===== src/sv/pmtf_pkg.sv =====
// ----------------------------------------------------------------------------
// pmtf_pkg
// Shared widths, phase constants and sticky flag bit positions for the
// phased multirate tick flag block.
// ----------------------------------------------------------------------------
package pmtf_pkg;

	// payload widths
	localparam int unsigned MS_W   = 32;
	localparam int unsigned MASK_W = 8;

	// last phase value of each period (wraps to zero after it)
	localparam logic [3:0] PH10_LAST  = 4'd9;
	localparam logic [4:0] PH20_LAST  = 5'd19;
	localparam logic [6:0] PH100_LAST = 7'd99;
	localparam logic [7:0] PH200_LAST = 8'd199;
	localparam logic [8:0] PH300_LAST = 9'd299;
	localparam logic [8:0] PH500_LAST = 9'd499;

	// phase value at which each flag fires
	localparam logic [3:0] PH10_HIT  = 4'd0;
	localparam logic [4:0] PH20_HIT  = 5'd15;
	localparam logic [6:0] PH100_HIT = 7'd0;
	localparam logic [7:0] PH200_HIT = 8'd0;
	localparam logic [8:0] PH300_HIT = 9'd250;
	localparam logic [8:0] PH500_HIT = 9'd300;

	// sticky flag bit positions, same layout as clear_mask
	localparam int unsigned FLG_10      = 0;
	localparam int unsigned FLG_20      = 1;
	localparam int unsigned FLG_100     = 2;
	localparam int unsigned FLG_200     = 3;
	localparam int unsigned FLG_300     = 4;
	localparam int unsigned FLG_500     = 5;
	localparam int unsigned FLG_EDGE    = 6;
	localparam int unsigned FLG_STARTED = 7;

endpackage


===== src/sv/pmtf_if.sv =====
// ----------------------------------------------------------------------------
// pmtf_if
// Valid/ready channels of the tick flag block: tick input and flag result.
// ----------------------------------------------------------------------------

// tick input channel
interface pmtf_tick_if
	import pmtf_pkg::*;
();
	logic              valid;
	logic              ready;
	logic              wd_pin;
	logic [MASK_W-1:0] clear_mask;

	modport source (output valid, wd_pin, clear_mask, input ready);
	modport sink   (input valid, wd_pin, clear_mask, output ready);
endinterface

// flag result channel
interface pmtf_flags_if
	import pmtf_pkg::*;
();
	logic            valid;
	logic            ready;
	logic            flag_10ms;
	logic            flag_20ms;
	logic            flag_100ms;
	logic            flag_200ms;
	logic            flag_300ms;
	logic            flag_500ms;
	logic            keepalive_level;
	logic            wd_started;
	logic            wd_rise_event;
	logic [MS_W-1:0] ms_count;

	modport source (
		output valid, flag_10ms, flag_20ms, flag_100ms, flag_200ms, flag_300ms,
		       flag_500ms, keepalive_level, wd_started, wd_rise_event, ms_count,
		input  ready
	);
	modport sink (
		input  valid, flag_10ms, flag_20ms, flag_100ms, flag_200ms, flag_300ms,
		       flag_500ms, keepalive_level, wd_started, wd_rise_event, ms_count,
		output ready
	);
endinterface


===== src/sv/phased_multirate_tick_flags.sv =====
// ----------------------------------------------------------------------------
// phased_multirate_tick_flags
// Millisecond tick counter with six phased multirate sticky flags, a
// keepalive toggle and watchdog pin start/edge capture.
// ----------------------------------------------------------------------------
// Usage
//   ticks  : one transfer per 1 ms tick, carrying the sampled watchdog pin
//            and a clear mask for the sticky flags (clear before set).
//   flags  : one result per tick, showing the flags, keepalive level and
//            millisecond count after that tick.
// Path: a tick goes into the input register, then into the state register
//   that also drives the result.
// Throughput: one tick per clock cycle while the receiver takes each result;
//   the update is a handful of narrow increments and compares between the input register and the state.
// Reset: count, phases, sticky flags, keepalive and pin history go to zero;
//   no result is pending.
// Stall: while the receiver holds ready low the result and all state hold;
//   one further tick is taken into the input register and waits there,
//   then ticks.ready drops until the result is taken.
// ----------------------------------------------------------------------------
module phased_multirate_tick_flags
	import pmtf_pkg::*;
(
	input  logic clk,
	input  logic arst_n,
	pmtf_tick_if.sink    ticks,
	pmtf_flags_if.source flags
);

	// input register
	logic              s1_valid_q;
	logic              wd_pin_s1;
	logic [MASK_W-1:0] clear_mask_s1;

	// state, which is also the result register
	logic              res_valid_q;
	logic [MS_W-1:0]   ms_q;
	logic [3:0]        ph10_q;
	logic [4:0]        ph20_q;
	logic [6:0]        ph100_q;
	logic [7:0]        ph200_q;
	logic [8:0]        ph300_q;
	logic [8:0]        ph500_q;
	logic [MASK_W-1:0] sticky_q;
	logic              keep_q;
	logic              pin_prev_q;

	// next state
	logic [3:0]        ph10_nxt;
	logic [4:0]        ph20_nxt;
	logic [6:0]        ph100_nxt;
	logic [7:0]        ph200_nxt;
	logic [8:0]        ph300_nxt;
	logic [8:0]        ph500_nxt;
	logic [MASK_W-1:0] sticky_nxt;
	logic              hit300;
	logic              out_free;
	logic              s1_adv;

	// handshake
	assign out_free    = !res_valid_q || flags.ready;
	assign s1_adv      = s1_valid_q && out_free;
	assign ticks.ready = !s1_valid_q || out_free;

	// phase advance, wrapping at the end of each period
	assign ph10_nxt  = (ph10_q  >= PH10_LAST)  ? '0 : ph10_q  + 4'd1;
	assign ph20_nxt  = (ph20_q  >= PH20_LAST)  ? '0 : ph20_q  + 5'd1;
	assign ph100_nxt = (ph100_q >= PH100_LAST) ? '0 : ph100_q + 7'd1;
	assign ph200_nxt = (ph200_q >= PH200_LAST) ? '0 : ph200_q + 8'd1;
	assign ph300_nxt = (ph300_q >= PH300_LAST) ? '0 : ph300_q + 9'd1;
	assign ph500_nxt = (ph500_q >= PH500_LAST) ? '0 : ph500_q + 9'd1;
	assign hit300    = (ph300_nxt == PH300_HIT);

	// sticky flags: clear first, then this tick's sets
	always_comb begin
		sticky_nxt = sticky_q & ~clear_mask_s1;
		if (ph10_nxt == PH10_HIT)   sticky_nxt[FLG_10]  = 1'b1;
		if (ph20_nxt == PH20_HIT)   sticky_nxt[FLG_20]  = 1'b1;
		if (ph100_nxt == PH100_HIT) sticky_nxt[FLG_100] = 1'b1;
		if (ph200_nxt == PH200_HIT) sticky_nxt[FLG_200] = 1'b1;
		if (hit300)                 sticky_nxt[FLG_300] = 1'b1;
		if (ph500_nxt == PH500_HIT) sticky_nxt[FLG_500] = 1'b1;
		if (wd_pin_s1) begin
			sticky_nxt[FLG_STARTED] = 1'b1;
			if (!pin_prev_q) sticky_nxt[FLG_EDGE] = 1'b1;
		end
	end

	// input register control
	always_ff @(posedge clk or negedge arst_n) begin
		if (!arst_n) begin
			s1_valid_q <= 1'b0;
		end else if (ticks.ready) begin
			s1_valid_q <= ticks.valid;
		end
	end

	// input register payload
	always_ff @(posedge clk) begin
		if (ticks.valid && ticks.ready) begin
			wd_pin_s1     <= ticks.wd_pin;
			clear_mask_s1 <= ticks.clear_mask;
		end
	end

	// tick state and result valid
	always_ff @(posedge clk or negedge arst_n) begin
		if (!arst_n) begin
			res_valid_q <= 1'b0;
			ms_q        <= '0;
			ph10_q      <= '0;
			ph20_q      <= '0;
			ph100_q     <= '0;
			ph200_q     <= '0;
			ph300_q     <= '0;
			ph500_q     <= '0;
			sticky_q    <= '0;
			keep_q      <= 1'b0;
			pin_prev_q  <= 1'b0;
		end else begin
			if (out_free) res_valid_q <= s1_valid_q;
			if (s1_adv) begin
				ms_q       <= ms_q + 32'd1;
				ph10_q     <= ph10_nxt;
				ph20_q     <= ph20_nxt;
				ph100_q    <= ph100_nxt;
				ph200_q    <= ph200_nxt;
				ph300_q    <= ph300_nxt;
				ph500_q    <= ph500_nxt;
				sticky_q   <= sticky_nxt;
				keep_q     <= keep_q ^ hit300;
				pin_prev_q <= wd_pin_s1;
			end
		end
	end

	// result fields straight from the state
	assign flags.valid           = res_valid_q;
	assign flags.flag_10ms       = sticky_q[FLG_10];
	assign flags.flag_20ms       = sticky_q[FLG_20];
	assign flags.flag_100ms      = sticky_q[FLG_100];
	assign flags.flag_200ms      = sticky_q[FLG_200];
	assign flags.flag_300ms      = sticky_q[FLG_300];
	assign flags.flag_500ms      = sticky_q[FLG_500];
	assign flags.keepalive_level = keep_q;
	assign flags.wd_started      = sticky_q[FLG_STARTED];
	assign flags.wd_rise_event   = sticky_q[FLG_EDGE];
	assign flags.ms_count        = ms_q;

endmodule


===== src/flat_wrapper.sv =====
// flat-port wrapper written by rule: the top's interface ports become plain ports
module phased_multirate_tick_flags_flat import pmtf_pkg::*;
  (clk, arst_n, ticks_valid, ticks_wd_pin, ticks_clear_mask, ticks_ready, flags_valid, flags_flag_10ms, flags_flag_20ms, flags_flag_100ms, flags_flag_200ms, flags_flag_300ms, flags_flag_500ms, flags_keepalive_level, flags_wd_started, flags_wd_rise_event, flags_ms_count, flags_ready);
  pmtf_tick_if ticks_i ();
  pmtf_flags_if flags_i ();
  input  logic clk;
  input  logic arst_n;
  input wire logic [$bits(ticks_i.valid)-1:0] ticks_valid;
  input wire logic [$bits(ticks_i.wd_pin)-1:0] ticks_wd_pin;
  input wire logic [$bits(ticks_i.clear_mask)-1:0] ticks_clear_mask;
  output wire logic [$bits(ticks_i.ready)-1:0] ticks_ready;
  output wire logic [$bits(flags_i.valid)-1:0] flags_valid;
  output wire logic [$bits(flags_i.flag_10ms)-1:0] flags_flag_10ms;
  output wire logic [$bits(flags_i.flag_20ms)-1:0] flags_flag_20ms;
  output wire logic [$bits(flags_i.flag_100ms)-1:0] flags_flag_100ms;
  output wire logic [$bits(flags_i.flag_200ms)-1:0] flags_flag_200ms;
  output wire logic [$bits(flags_i.flag_300ms)-1:0] flags_flag_300ms;
  output wire logic [$bits(flags_i.flag_500ms)-1:0] flags_flag_500ms;
  output wire logic [$bits(flags_i.keepalive_level)-1:0] flags_keepalive_level;
  output wire logic [$bits(flags_i.wd_started)-1:0] flags_wd_started;
  output wire logic [$bits(flags_i.wd_rise_event)-1:0] flags_wd_rise_event;
  output wire logic [$bits(flags_i.ms_count)-1:0] flags_ms_count;
  input wire logic [$bits(flags_i.ready)-1:0] flags_ready;
  assign ticks_i.valid = ticks_valid;
  assign ticks_i.wd_pin = ticks_wd_pin;
  assign ticks_i.clear_mask = ticks_clear_mask;
  assign ticks_ready = ticks_i.ready;
  assign flags_valid = flags_i.valid;
  assign flags_flag_10ms = flags_i.flag_10ms;
  assign flags_flag_20ms = flags_i.flag_20ms;
  assign flags_flag_100ms = flags_i.flag_100ms;
  assign flags_flag_200ms = flags_i.flag_200ms;
  assign flags_flag_300ms = flags_i.flag_300ms;
  assign flags_flag_500ms = flags_i.flag_500ms;
  assign flags_keepalive_level = flags_i.keepalive_level;
  assign flags_wd_started = flags_i.wd_started;
  assign flags_wd_rise_event = flags_i.wd_rise_event;
  assign flags_ms_count = flags_i.ms_count;
  assign flags_i.ready = flags_ready;
  phased_multirate_tick_flags u_core (.clk(clk), .arst_n(arst_n), .ticks(ticks_i), .flags(flags_i));
endmodule

===== config.mk =====
export PLATFORM = sky130hd
export DESIGN_NAME = phased_multirate_tick_flags_flat
export DESIGN_NICKNAME = d
export VERILOG_FILES = /design/src/sv/pmtf_pkg.sv /design/src/sv/pmtf_if.sv /design/src/sv/phased_multirate_tick_flags.sv /design/src/flat_wrapper.sv
export SDC_FILE = /design/constraint.sdc
export NUM_CORES = 1
export LEC_CHECK = 0
export BUFFER_PORTS_ARGS = -buffer_cell sky130_fd_sc_hd__buf_2
export CORE_MARGIN = 2
export CORE_UTILIZATION = 40
export CTS_CLUSTER_DIAMETER = 80
export DETAILED_ROUTE_END_ITERATION = 7
export SLEW_MARGIN = 20
export SYNTH_ARGS = -nofsm -noshare
export SYNTH_HDL_FRONTEND = slang
export SYNTH_SLANG_ARGS = --single-unit

===== constraint.sdc =====
create_clock -name clk -period 1.7 [get_ports clk]
set_input_delay 0.17 -clock clk [delete_from_list [all_inputs] [get_ports clk]]
set_output_delay 0.17 -clock clk [all_outputs]
set_load 0.05 [all_outputs]

==> results.md, run 1 <==
* Outcome: finished, violations left
* Failing checks: setup timing
* Synthesized netlist net count at 496
* Fin worst setup slack at -0.0842 ns
* Effective utilization at floorplan at 41.0%
* Critical path's top delay family: compound AO/OA/AOI/OAI gates
* Fin. Hold Viols at 0
* CTS Sinks at 95
* Antenna Cells at 0
* Crit Path Class: register to register
* Worst Setup EP: u_core.flags.keepalive_level
* CTS clk-pin slew, worst paths at 0.06 ns
* Port Buffers at 55
* Initial DRC count at 230
* Wire per inst at 13.8 um
* Core area at 11400 sq um
* Most common cell after layout, fill and taps aside: nand2_1
* Die W at 112 um
* Yosys reg bits at 95
* Initial antenna violation count at 0
* Max-Cap Viols at 0
* Worst Hold Class: primary input to register
* Root Driver: clkbuf_16
* CP Data Required Time at 1.93 ns
* DR vias at 3897
* Overflow after GRT at 0
* WL met2 at 4.72 mm
* Syn avg cell area at 9.82 sq um
* Via density at 5.28
* CTS tree: built
* Setup TNS at -0.115 ns
* Sequential fraction of the synthesis area at 52.0%
* Share of cells above drive strength 1 at 30.6%
* Post-DP HPWL at 7.10 mm
* Minimum clock period at 1.78 ns
* Number of synthesized flops with an enable pin at 9
* DR top layer: met4
* Boundary Pins at 56
* Crit path from: u_core.ph300_q[0]
* Post-route insts no fill at 738
* Worst-margin pin slew at 0.523 ns
* Register-to-Register Setup Slack at -0.08 ns
* Post-Route M1 WL at 4.90 mm
* Pleak at 2.76 nW
* Slew margin rel. at 64.9%
* GPL Wtd Cong at 0.824
* RSZ-0062 raised after global routing: yes
* Fin. max-slew vios at 0
* DP Cell Count at 704
* Fraction of registers with async set or reset after synthesis at 90.5%
* Fmax at 560 MHz
* Largest net degree at the start of global routing at 33
* Cell Rows at 39
* Antenna-violating nets left at 0
* CP Capture Type: register
* R2R depth at 6
* R2r endpoint: u_core.flags.keepalive_level
* Setup Skew at 0.00924 ns
* Post-Route WL at 10.2 mm
* Crit-path cells: ha_4, a211o_1, a21oi_2, o211ai_1, a2111o_1, xnor2_1
* Met3 wire len at 387 um
* Tot Pwr at 7.86 mW
* Synth unique cells at 52
* Final setup viols at 2
* CP peak stage delay at 0.44 ns
* Crit-path max FO at 3
* Synth Flop Type: dfrtp_1
* Chip Height at 112 um
* Die ar. at 12500 sq um
* Cell count after synthesis at 474
* Commonest non-fill, non-tap cells in the layout: nand2_1, dfrtp_1, buf_4, buf_2, o21ai_0
* Crit start category: register
* Synth-to-Final Area Change at 30.1%
* Worst path bufs/invs at 0
* Critical path depth in cells at 6
* Slowest-stage cell, CP: a2111o_1
* Final period utilization at 105%
* Crit Reg-Reg Startpoint: u_core.ph300_q[0]
* Num CTS Buffers at 9
* DR pass1 iterations at 4
* Clock latency on the worst-skew pair at 0.35 ns
* YS warnings at 0
* GRT Resource Usage Total at 16.7%
* DRC at 0
* Vias in the first global route at 3758
* First-pass GRT wire length at 17.2 mm
* Cell Area, Synth at 4660 sq um
* Crit path DAT at 2.02 ns
* H-Tree Depth at 3
* VDD IR max at 0.809 mV
* Power per Cell Area at 1300 nW/um^2
* Clock buffer depth at 2
* Net count, final at 612
## cell families (layout without fill, tap and decap cells)
| logic type | after synthesis | after routing | share of synthesized area, % |
|---|---|---|---|
| compound gates | 108 | 108 | 14.5 |
| xor+xnor | 39 | 39 | 7.33 |
| fa+ha+maj | 9 | 9 | 2.42 |
| buf+inv | 22 | 143 | 1.91 |
| flops | 95 | 95 | 52.0 |
| mux | 2 | 2 | 0.457 |
| simple gates | 199 | 199 | 21.3 |
## per-layer routing
| layer | up-vias | global-route usage [%] |
|---|---|---|
| met5 | - | 0 |
| met4 | 0 | 8.48 |
| met3 | 17 | 3.05 |
| met2 | 66 | 26.2 |
| met1 | 1890 | 22.4 |
| li1 | 1924 | - |
## Yosys cell counts (all sizes together), types with 2 or more instances
master    n  share of area, %
clkbuf    9              0.73
a21o      6              0.97
nand2b   11               1.5
nor2b     4              0.54
xor2     14               2.6
a2111oi   4              0.89
nor3      8              0.86
a31o      2              0.38
nor2     24               1.9
a21oi    15               1.6
a31oi     2              0.27
o2bb2ai   3              0.56
nor4b     2              0.38
dfrtp    86                46
edfxtp    9               5.8
and4      3              0.56
o211ai    2              0.32
o31ai     6              0.97
nand4b    4              0.75
nand3b    2              0.32
o22ai     2              0.27
a41oi     3              0.56
o21ai    51               5.5
and3     18               2.4
a21boi    2              0.32
nand4     8               1.2
xnor2    25               4.7
nor3b     3              0.59
buf       5              0.54
a22o      3              0.56
ha        9               2.4
nor4      2              0.27
and2b     2              0.32
nand2    79               6.4
nand3    25               2.8
and2      3              0.40
inv       8              0.64
## per-stage QoR
stage	utilization (%)	worst slack [ns]	cell area, sq um	hold slack (ns)
after global routing	53.3	-0.168	6060	0.00812
after global placement	48.4	-0.0173	5510	0.132
after CTS	51.6	-0.0719	5860	0.00166
after detailed placement	48.4	-0.0879	5510	0.129
final	53.3	-0.0842	6060	0.0136
after floorplan	-	-0.141	4750	-0.126
## final cells by class
cell class                 instances  area, sq um
tap                              143          179
timing repair buffer             119          798
sequential                        95         2450
clock inverter                     6         43.8
clock buffer                      10          229
inverter                           8         30.0
fill                            1024         5310
multi-input combinational        357         2320
## where the power goes
| group | total (mW) | internal (mW) | leakage [nW] | switching (mW) |
|---|---|---|---|---|
| Combinational | 2.72 | 1.17 | 1.46 | 1.55 |
| Sequential | 3.26 | 2.76 | 1.16 | 0.502 |
| Clock | 1.88 | 1.00 | 0.139 | 0.875 |
## how the worst min path moves through the flow
stage,startpoint,to,slack (ns),cells past startpoint
3_5_place_dp,arst_n,u_core.flags.ms_count[31],0.13,1
3_3_place_gp,arst_n,u_core.ph300_q[2],0.13,1
4_1_cts,ticks_clear_mask[1],u_core.clear_mask_s1[1],0.002,1
2_1_floorplan,arst_n,u_core.flags.keepalive_level,-0.13,0
5_1_grt,ticks_clear_mask[4],u_core.clear_mask_s1[4],0.008,1
6_report,ticks_clear_mask[4],u_core.clear_mask_s1[4],0.01,1
## flip-flops by register name, summed over array words and instances (netlist names)
register,cells
u_core.ph10_q,4
u_core.s1_valid_q,1
u_core.ph100_q,7
u_core.clear_mask_s1,8
u_core.pin_prev_q,1
u_core.ph300_q,9
u_core.ph20_q,5
u_core.wd_pin_s1,1
u_core.flags.valid,1
u_core.ph500_q,9
u_core.flags.keepalive_level,1
u_core.flags.ms_count,32
u_core.ph200_q,8
u_core.sticky_q,8
## repair_timing
action | 4_1_cts | 5_1_grt
hold endpoints to repair | 32 | 0
setup endpoints to repair | 4 | 33
hold buffers | 8 | 0
setup buffers | 0 | 10
pin swaps | 0 | 15
resized for setup | 2 | 29
(Power assumes the default switching activity.)
==> run 2, diff against run 1 <==
--- a/config.mk
+++ b/config.mk
@@ -6,8 +6,8 @@
 export NUM_CORES = 1
 export LEC_CHECK = 0
 export BUFFER_PORTS_ARGS = -buffer_cell sky130_fd_sc_hd__buf_2
-export CORE_MARGIN = 2
-export CORE_UTILIZATION = 40
+export CORE_MARGIN = 4
+export CORE_UTILIZATION = 30
 export CTS_CLUSTER_DIAMETER = 80
 export DETAILED_ROUTE_END_ITERATION = 7
 export SLEW_MARGIN = 20
==> run 2 against run 1 <==
Net effect:
- the run still ends with setup timing left
- register-to-register slack lost 0.02 ns
- global-route usage shrank 4.3 points
- critical path depth is the same
- setup slack lost 0.021 ns
- cell area grew 3.4%
- clock skew grew 0.011 ns
- sequential power is essentially flat
- routed wire length grew 7.7%
- first-iteration DRC count shrank 9.6%
- non-clock buffer count grew 8
- via count shrank 0.18%
- critical path type unchanged
- largest power group unchanged
==> results.md, run 2 (same netlist as run 1, synthesis figures left out) <==
* Outcome: finished, violations left
* Failing checks: setup timing
* Clock latency on the worst-skew pair at 0.36 ns (about the same)
* Setup TNS at -0.135 ns (-0.0200 ns)
* Max-Cap Viols at 0 (unchanged)
* Post-route insts no fill at 791 (+7.2%)
* Final setup viols at 5 (+3)
* Initial antenna violation count at 0 (unchanged)
* Clock buffer depth at 2 (unchanged)
* CTS tree: built
* Pleak at 2.82 nW (+2.3%)
* Net count, final at 620 (+1.3%)
* Crit path DAT at 2.04 ns (+0.02 ns)
* Vias in the first global route at 3759 (+0.027%)
* Crit Reg-Reg Startpoint: u_core.ph300_q[0]
* Register-to-Register Setup Slack at -0.10 ns (-0.02 ns)
* Num CTS Buffers at 9 (unchanged)
* CP Data Required Time at 1.94 ns (about the same)
* Setup Skew at 0.0201 ns (+0.0109 ns)
* Post-Route WL at 11.0 mm (+7.7%)
* Fmax at 554 MHz (-1.1%)
* Tot Pwr at 8.10 mW (+3.1%)
* Boundary Pins at 56 (unchanged)
* First-pass GRT wire length at 18.0 mm (+4.9%)
* Layout fillers at 1437 (+40%)
* RSZ-0062 raised after global routing: yes
* CTS Sinks at 95 (unchanged)
* Post-place setup slack at -0.0902 ns (-0.00233 ns)
* DR pass1 iterations at 4 (unchanged)
* Overflow after GRT at 0 (unchanged)
* Synth-to-Final Area Change at 34.5%
* Minimum clock period at 1.80 ns (+0.0206 ns)
* Worst-margin pin slew at 0.475 ns (-0.0486 ns)
* Final period utilization at 106% (+1.2 points)
* DR vias at 3890 (-0.18%)
* Die ar. at 17600 sq um (+40%)
* Crit Path Class: register to register
* Fin. max-slew vios at 0 (unchanged)
* Layout Cell Area excl Fill at 6260 sq um (+3.4%)
* Hold path cells at 2 (+1)
* Effective utilization at floorplan at 30.6% (-10 points)
* Final Core Density at 41.2% (-12 points)
* Crit start category: register
* VDD IR max at 0.643 mV (-21%)
* Core area at 15200 sq um (+34%)
* GRT Resource Usage Total at 12.5% (-4.3 points)
* WHS at 0.0391 ns (+0.0255 ns)
* Post-DP HPWL at 7.76 mm (+9.2%)
* Fin worst setup slack at -0.105 ns (-0.0206 ns)
* Worst Hold End: u_core.s1_valid_q
* Antenna Cells at 0 (unchanged)
* Max reg flops at 32 (unchanged)
* Root Driver: clkbuf_16
* DRC at 0 (unchanged)
* Worst Hold Class: primary input to register
* CTS clk-pin slew, worst paths at 0.07 ns (about the same)
* DP Cell Count at 753 (+7.0%)
* Initial DRC count at 208 (-9.6%)
* Fin. Hold Viols at 0 (unchanged)
* CP Capture Type: register
* Port Buffers at 55 (unchanged)
* Power per Cell Area at 1290 nW/um^2 (-0.32%)
* H-Tree Depth at 3 (unchanged)
* Cell Rows at 45 (+15%)
* Commonest non-fill, non-tap cells in the layout: nand2_1, dfrtp_1, buf_4, buf_2, o21ai_0
* Chip Height at 133 um (+18%)
* Most common cell after layout, fill and taps aside: nand2_1
* Largest net degree at the start of global routing at 37 (+12%)
* Slew margin rel. at 68.4% (+3.5 points)
* Antenna-violating nets left at 0 (unchanged)
* R2R depth at 6 (unchanged)
* GPL Wtd Cong at 0.870 (+5.5%)
* Share of cells above drive strength 1 at 32.7% (+2.1 points)
* Wire per inst at 13.9 um (+0.45%)
* Die W at 133 um (+18%)
* Crit-path max FO at 5 (+2)
* Via density at 4.92 (-6.9%)
* Min-Delay Startpoint: ticks_valid
* DP Area at 5590 sq um (+1.6%)
* R2r endpoint: u_core.flags.keepalive_level
[run 2: changes by cell type in the layout (fill, tap and decap cells not counted), moves of 3 or more]
cell,change
o21ai_0,-3
buf_4,+7
clkinv_2,-3
o21ai_2,+3
[run 2: repair_timing]
action / 4_1_cts / 5_1_grt
setup buffers: 3 / 10
hold buffers: 10 / 0
pin swaps: 0 / 11
endpoints found under the hold margin: 42 / 0
resized for setup: 8 / 32
setup endpoints to repair: 9 / 43
[run 2: cell type report]
type,count,area [sq um],share of cell area (%)
Clock buffer,10,239,3.81
Clock inverter,6,60.1,0.959
Inverter,8,30.0,0.479
Multi-Input combinational cell,357,2380,38.0
Sequential cell,95,2450,39.1
Tap cell,188,235,3.75
Timing Repair Buffer,127,868,13.9
[run 2: worst max-delay path by stage]
stage / start / endpoint / slack (ns) / depth (start not counted)
6_report: u_core.ph300_q[0] / u_core.flags.keepalive_level / -0.10 / 6
5_1_grt: u_core.ph300_q[0] / u_core.flags.keepalive_level / -0.23 / 6
3_3_place_gp: u_core.ph500_q[0] / u_core.ph500_q[7] / -0.04 / 7
3_5_place_dp: u_core.ph300_q[0] / u_core.flags.keepalive_level / -0.09 / 6
2_1_floorplan: u_core.ph300_q[0] / u_core.flags.keepalive_level / -0.14 / 6
4_1_cts: u_core.ph300_q[0] / u_core.flags.keepalive_level / -0.09 / 6
[run 2: power breakdown]
| group | switching (mW) | leakage, nW | internal [mW] |
|---|---|---|---|
| Clock | 0.962 | 0.147 | 1.07 |
| Sequential | 0.533 | 1.16 | 2.76 |
| Combinational | 1.58 | 1.52 | 1.20 |
| Total | 3.07 | 2.82 | 5.03 |
[run 2: per-layer routing]
metal,vias up,wire [um],GRT usage (%)
met5,-,0,0
met4,0,144,5.83
met3,9,273,2.13
met2,47,5580,21.2
met1,1895,5000,15.4
li1,1939,-,-
[run 2: critical path, stage by stage, from the launching register on]
cell and delay, ns:
dfrtp_2 0.45, ha_4 0.18, a211o_1 0.28, a21oi_2 0.16, o211ai_1 0.14, a2111o_1 0.36
xnor2_1 0.13
==> run 3, diff against run 2 <==
--- a/config.mk
+++ b/config.mk
@@ -6,7 +6,7 @@
 export NUM_CORES = 1
 export LEC_CHECK = 0
 export BUFFER_PORTS_ARGS = -buffer_cell sky130_fd_sc_hd__buf_2
-export CORE_MARGIN = 4
+export CORE_MARGIN = 1
 export CORE_UTILIZATION = 30
 export CTS_CLUSTER_DIAMETER = 80
 export DETAILED_ROUTE_END_ITERATION = 7
==> run 3 against run 2 <==
Net effect:
- the flow still finishes with violations (setup timing)
- highest routed layer unchanged
- combinational power is essentially flat
- first-iteration DRC count grew 8.2%
- via count grew 0.59%
- count of clock-buffer cells in the layout grew 1
- final cell count shrank 0.51%
- non-clock buffer count shrank 4
- sequential cell count is the same
- critical path depth is the same
- total power grew 0.44%
- sequential power is essentially flat
- setup slack gained 0.038 ns
- clock power is essentially flat
- critical path type unchanged
==> results.md, run 3 (same netlist as run 1, synthesis figures left out) <==
* Final setup viols at 3 (-2)
* Fraction of power spent switching nets at 37.1% (-0.82 points)
* Slew margin rel. at 62.7% (-5.6 points)
* Crit-path cells: ha_4, a211o_1, a21oi_2, o211ai_1, a2111o_1, xnor2_1
* Antenna-violating nets left at 0 (unchanged)
* Commonest non-fill, non-tap cells in the layout: nand2_1, dfrtp_1, buf_4, buf_2, o21ai_0
* H-Tree Depth at 3 (unchanged)
* Share of cells above drive strength 1 at 31.7% (-0.95 points)
* Antenna Cells at 0 (unchanged)
* Power per Cell Area at 1300 nW/um^2 (+0.88%)
* CTS Sinks at 95 (unchanged)
* Num CTS Buffers at 9 (unchanged)
* GPL Wtd Cong at 0.809 (-7.0%)
* Crit path DAT at 2.00 ns (-0.04 ns)
* Crit Path Class: register to register
* Setup TNS at -0.0963 ns (+0.0391 ns)
* Met3 Use GR at 3.63% (+1.5 points)
* Cell Rows at 45 (unchanged)
* CP Capture Type: register
* Chip Height at 127 um (-4.5%)
* Minimum clock period at 1.77 ns (-0.0384 ns)
* Power share of the sequential group at 40.6% (about the same)
* Crit-path max FO at 3 (-2)
* Pleak at 2.81 nW (-0.55%)
* Port Buffers at 55 (unchanged)
* Effective utilization at floorplan at 30.6% (unchanged)
* Final period utilization at 104% (-2.3 points)
* Clock latency on the worst-skew pair at 0.35 ns (about the same)
* Grt peak-use layer: met2
* Max reg flops at 32 (unchanged)
* Vias in the first global route at 3855 (+2.6%)
* Outcome: finished, violations left
* Layout fillers at 1496 (+4.1%)
* Int Power at 5.11 mW (+1.8%)
* DR vias at 3913 (+0.59%)
* Slowest-stage cell, CP: dfrtp_2
* RSZ-0062 raised after global routing: yes
* Max-Cap Viols at 0 (unchanged)
* Die W at 127 um (-4.5%)
* Via density at 4.97 (+1.1%)
* Reported net switching power at 3.02 mW (-1.7%)
* Failing checks: setup timing
* M2 GR Usage at 23.0% (+1.8 points)
* Initial DRC count at 225 (+8.2%)
* Fin worst setup slack at -0.0664 ns (+0.0384 ns)
* Worst Hold Class: primary input to register
* Die ar. at 16000 sq um (-8.8%)
* First-pass GRT wire length at 18.1 mm (+0.73%)
* Core area at 15200 sq um (unchanged)
* Worst path bufs/invs at 0 (unchanged)
* Tot Pwr at 8.14 mW (+0.44%)
* CTS tree: built
* Largest net degree at the start of global routing at 33 (-11%)
* CTS clk-pin slew, worst paths at 0.07 ns (about the same)
* WHS at 0.0488 ns (+0.00970 ns)
* Fmax at 566 MHz (+2.2%)
* Post-place setup slack at -0.187 ns (-0.0969 ns)
* Root Driver: clkbuf_16
* Most common cell after layout, fill and taps aside: nand2_1
* Critical path's top delay family: compound AO/OA/AOI/OAI gates
* Post-DP HPWL at 7.54 mm (-2.8%)
* GRT Resource Usage Total at 14.2% (+1.7 points)
* CP peak stage delay at 0.44 ns (about the same)
* DRC at 0 (unchanged)
* Overflow after GRT at 0 (unchanged)
* Setup Skew at 0.00647 ns (-0.0136 ns)
* Fin. max-slew vios at 0 (unchanged)
* Net count, final at 616 (-0.65%)
* DR pass1 iterations at 4 (unchanged)
* Synth-to-Final Area Change at 33.9%
* Wire per inst at 13.7 um (-1.1%)
* Comb pwr share at 34.1% (-0.2 points)
* GR Util met1 at 17.8% (+2.4 points)
* Boundary Pins at 56 (unchanged)
* VDD IR max at 0.588 mV (-8.6%)
* CP Data Required Time at 1.93 ns (about the same)
* Initial antenna violation count at 0 (unchanged)
* Clk pwr share at 25.3% (+0.2 points)
* Fin. Hold Viols at 0 (unchanged)
* Post-Route WL at 10.8 mm (-1.6%)
* Clock buffer depth at 2 (unchanged)
* Crit start category: register
* Final Core Density at 41.0% (-0.18 points)
* Worst-margin pin slew at 0.555 ns (+0.0806 ns)
run 3: changes by cell type in the layout (fill, tap and decap cells not counted), moves of 2 or more:
cell	previous run	this run
o21ai_0	42	44
nor2_2	3	1
nand3_2	7	3
dfrtp_1	62	60
dfrtp_2	24	26
clkinvlp_4	0	2
inv_8	0	2
nand3_1	18	22
buf_4	61	56
inv_6	4	1
o21ai_2	3	1
and3_4	3	1
run 3: final timing paths:
check / from / to / slack [ns] / cells after the start
worst max-delay path: u_core.ph300_q[0] / u_core.flags.keepalive_level / -0.07 / 6
worst min-delay path: ticks_valid / u_core.s1_valid_q / 0.05 / 2
worst max register to register: u_core.ph300_q[0] / u_core.flags.keepalive_level / -0.07 / 6
max in group asynchronous: arst_n / u_core.ph100_q[1] / 0.79 / 3
worst min register to register: u_core.pin_prev_q / u_core.sticky_q[6] / 0.46 / 1
min in group asynchronous: arst_n / u_core.flags.ms_count[24] / 0.28 / 2
run 3: power groups by stage:
stage / registers, mW / logic [mW] / clock network [mW]
after floorplan: 3.68 / 1.21 / 0
final: 3.30 / 2.77 / 2.06
after CTS: 3.26 / 2.58 / 2.14
after global placement: 3.25 / 2.43 / 0
after global routing: 3.37 / 3.05 / 2.24
after detailed placement: 3.28 / 2.52 / 0
run 3: layout make-up:
class | count | area [sq um] | share of cell area, %
multi-input combinational | 357 | 2360 | 37.9
tap | 188 | 235 | 3.77
clock buffer | 11 | 264 | 4.23
sequential | 95 | 2450 | 39.4
inverter | 8 | 30.0 | 0.481
timing repair buffer | 123 | 842 | 13.5
clock inverter | 5 | 46.3 | 0.742
run 3: per-layer routing:
metal / share of wire, % / vias to the layer above
li1: - / 1934
met1: 45 / 1911
met2: 49 / 50
met3: 2.5 / 18
met4: 2.8 / 0
met5: 0 / -
run 3: worst register-to-register path, cell delays in order, from the launching register on:
cell and delay [ns]:
dfrtp_2 0.44, ha_4 0.18, a211o_1 0.27, a21oi_2 0.16
o211ai_1 0.13, a2111o_1 0.34, xnor2_1 0.13
run 3: timing repair:
action,4_1_cts,5_1_grt
pin swaps,0,8
resized for setup,7,30
setup buffers,1,9
endpoints found under the hold margin,33,0
hold buffers,10,0
setup endpoints to repair,10,37
run 3: through the flow:
step | instance area (sq um) | cells
floorplan | 4750 | 474
global placement | 5590 | 751
detailed placement | 5590 | 751
CTS | 6040 | 778
global route | 6240 | 787
finish | 6240 | 787
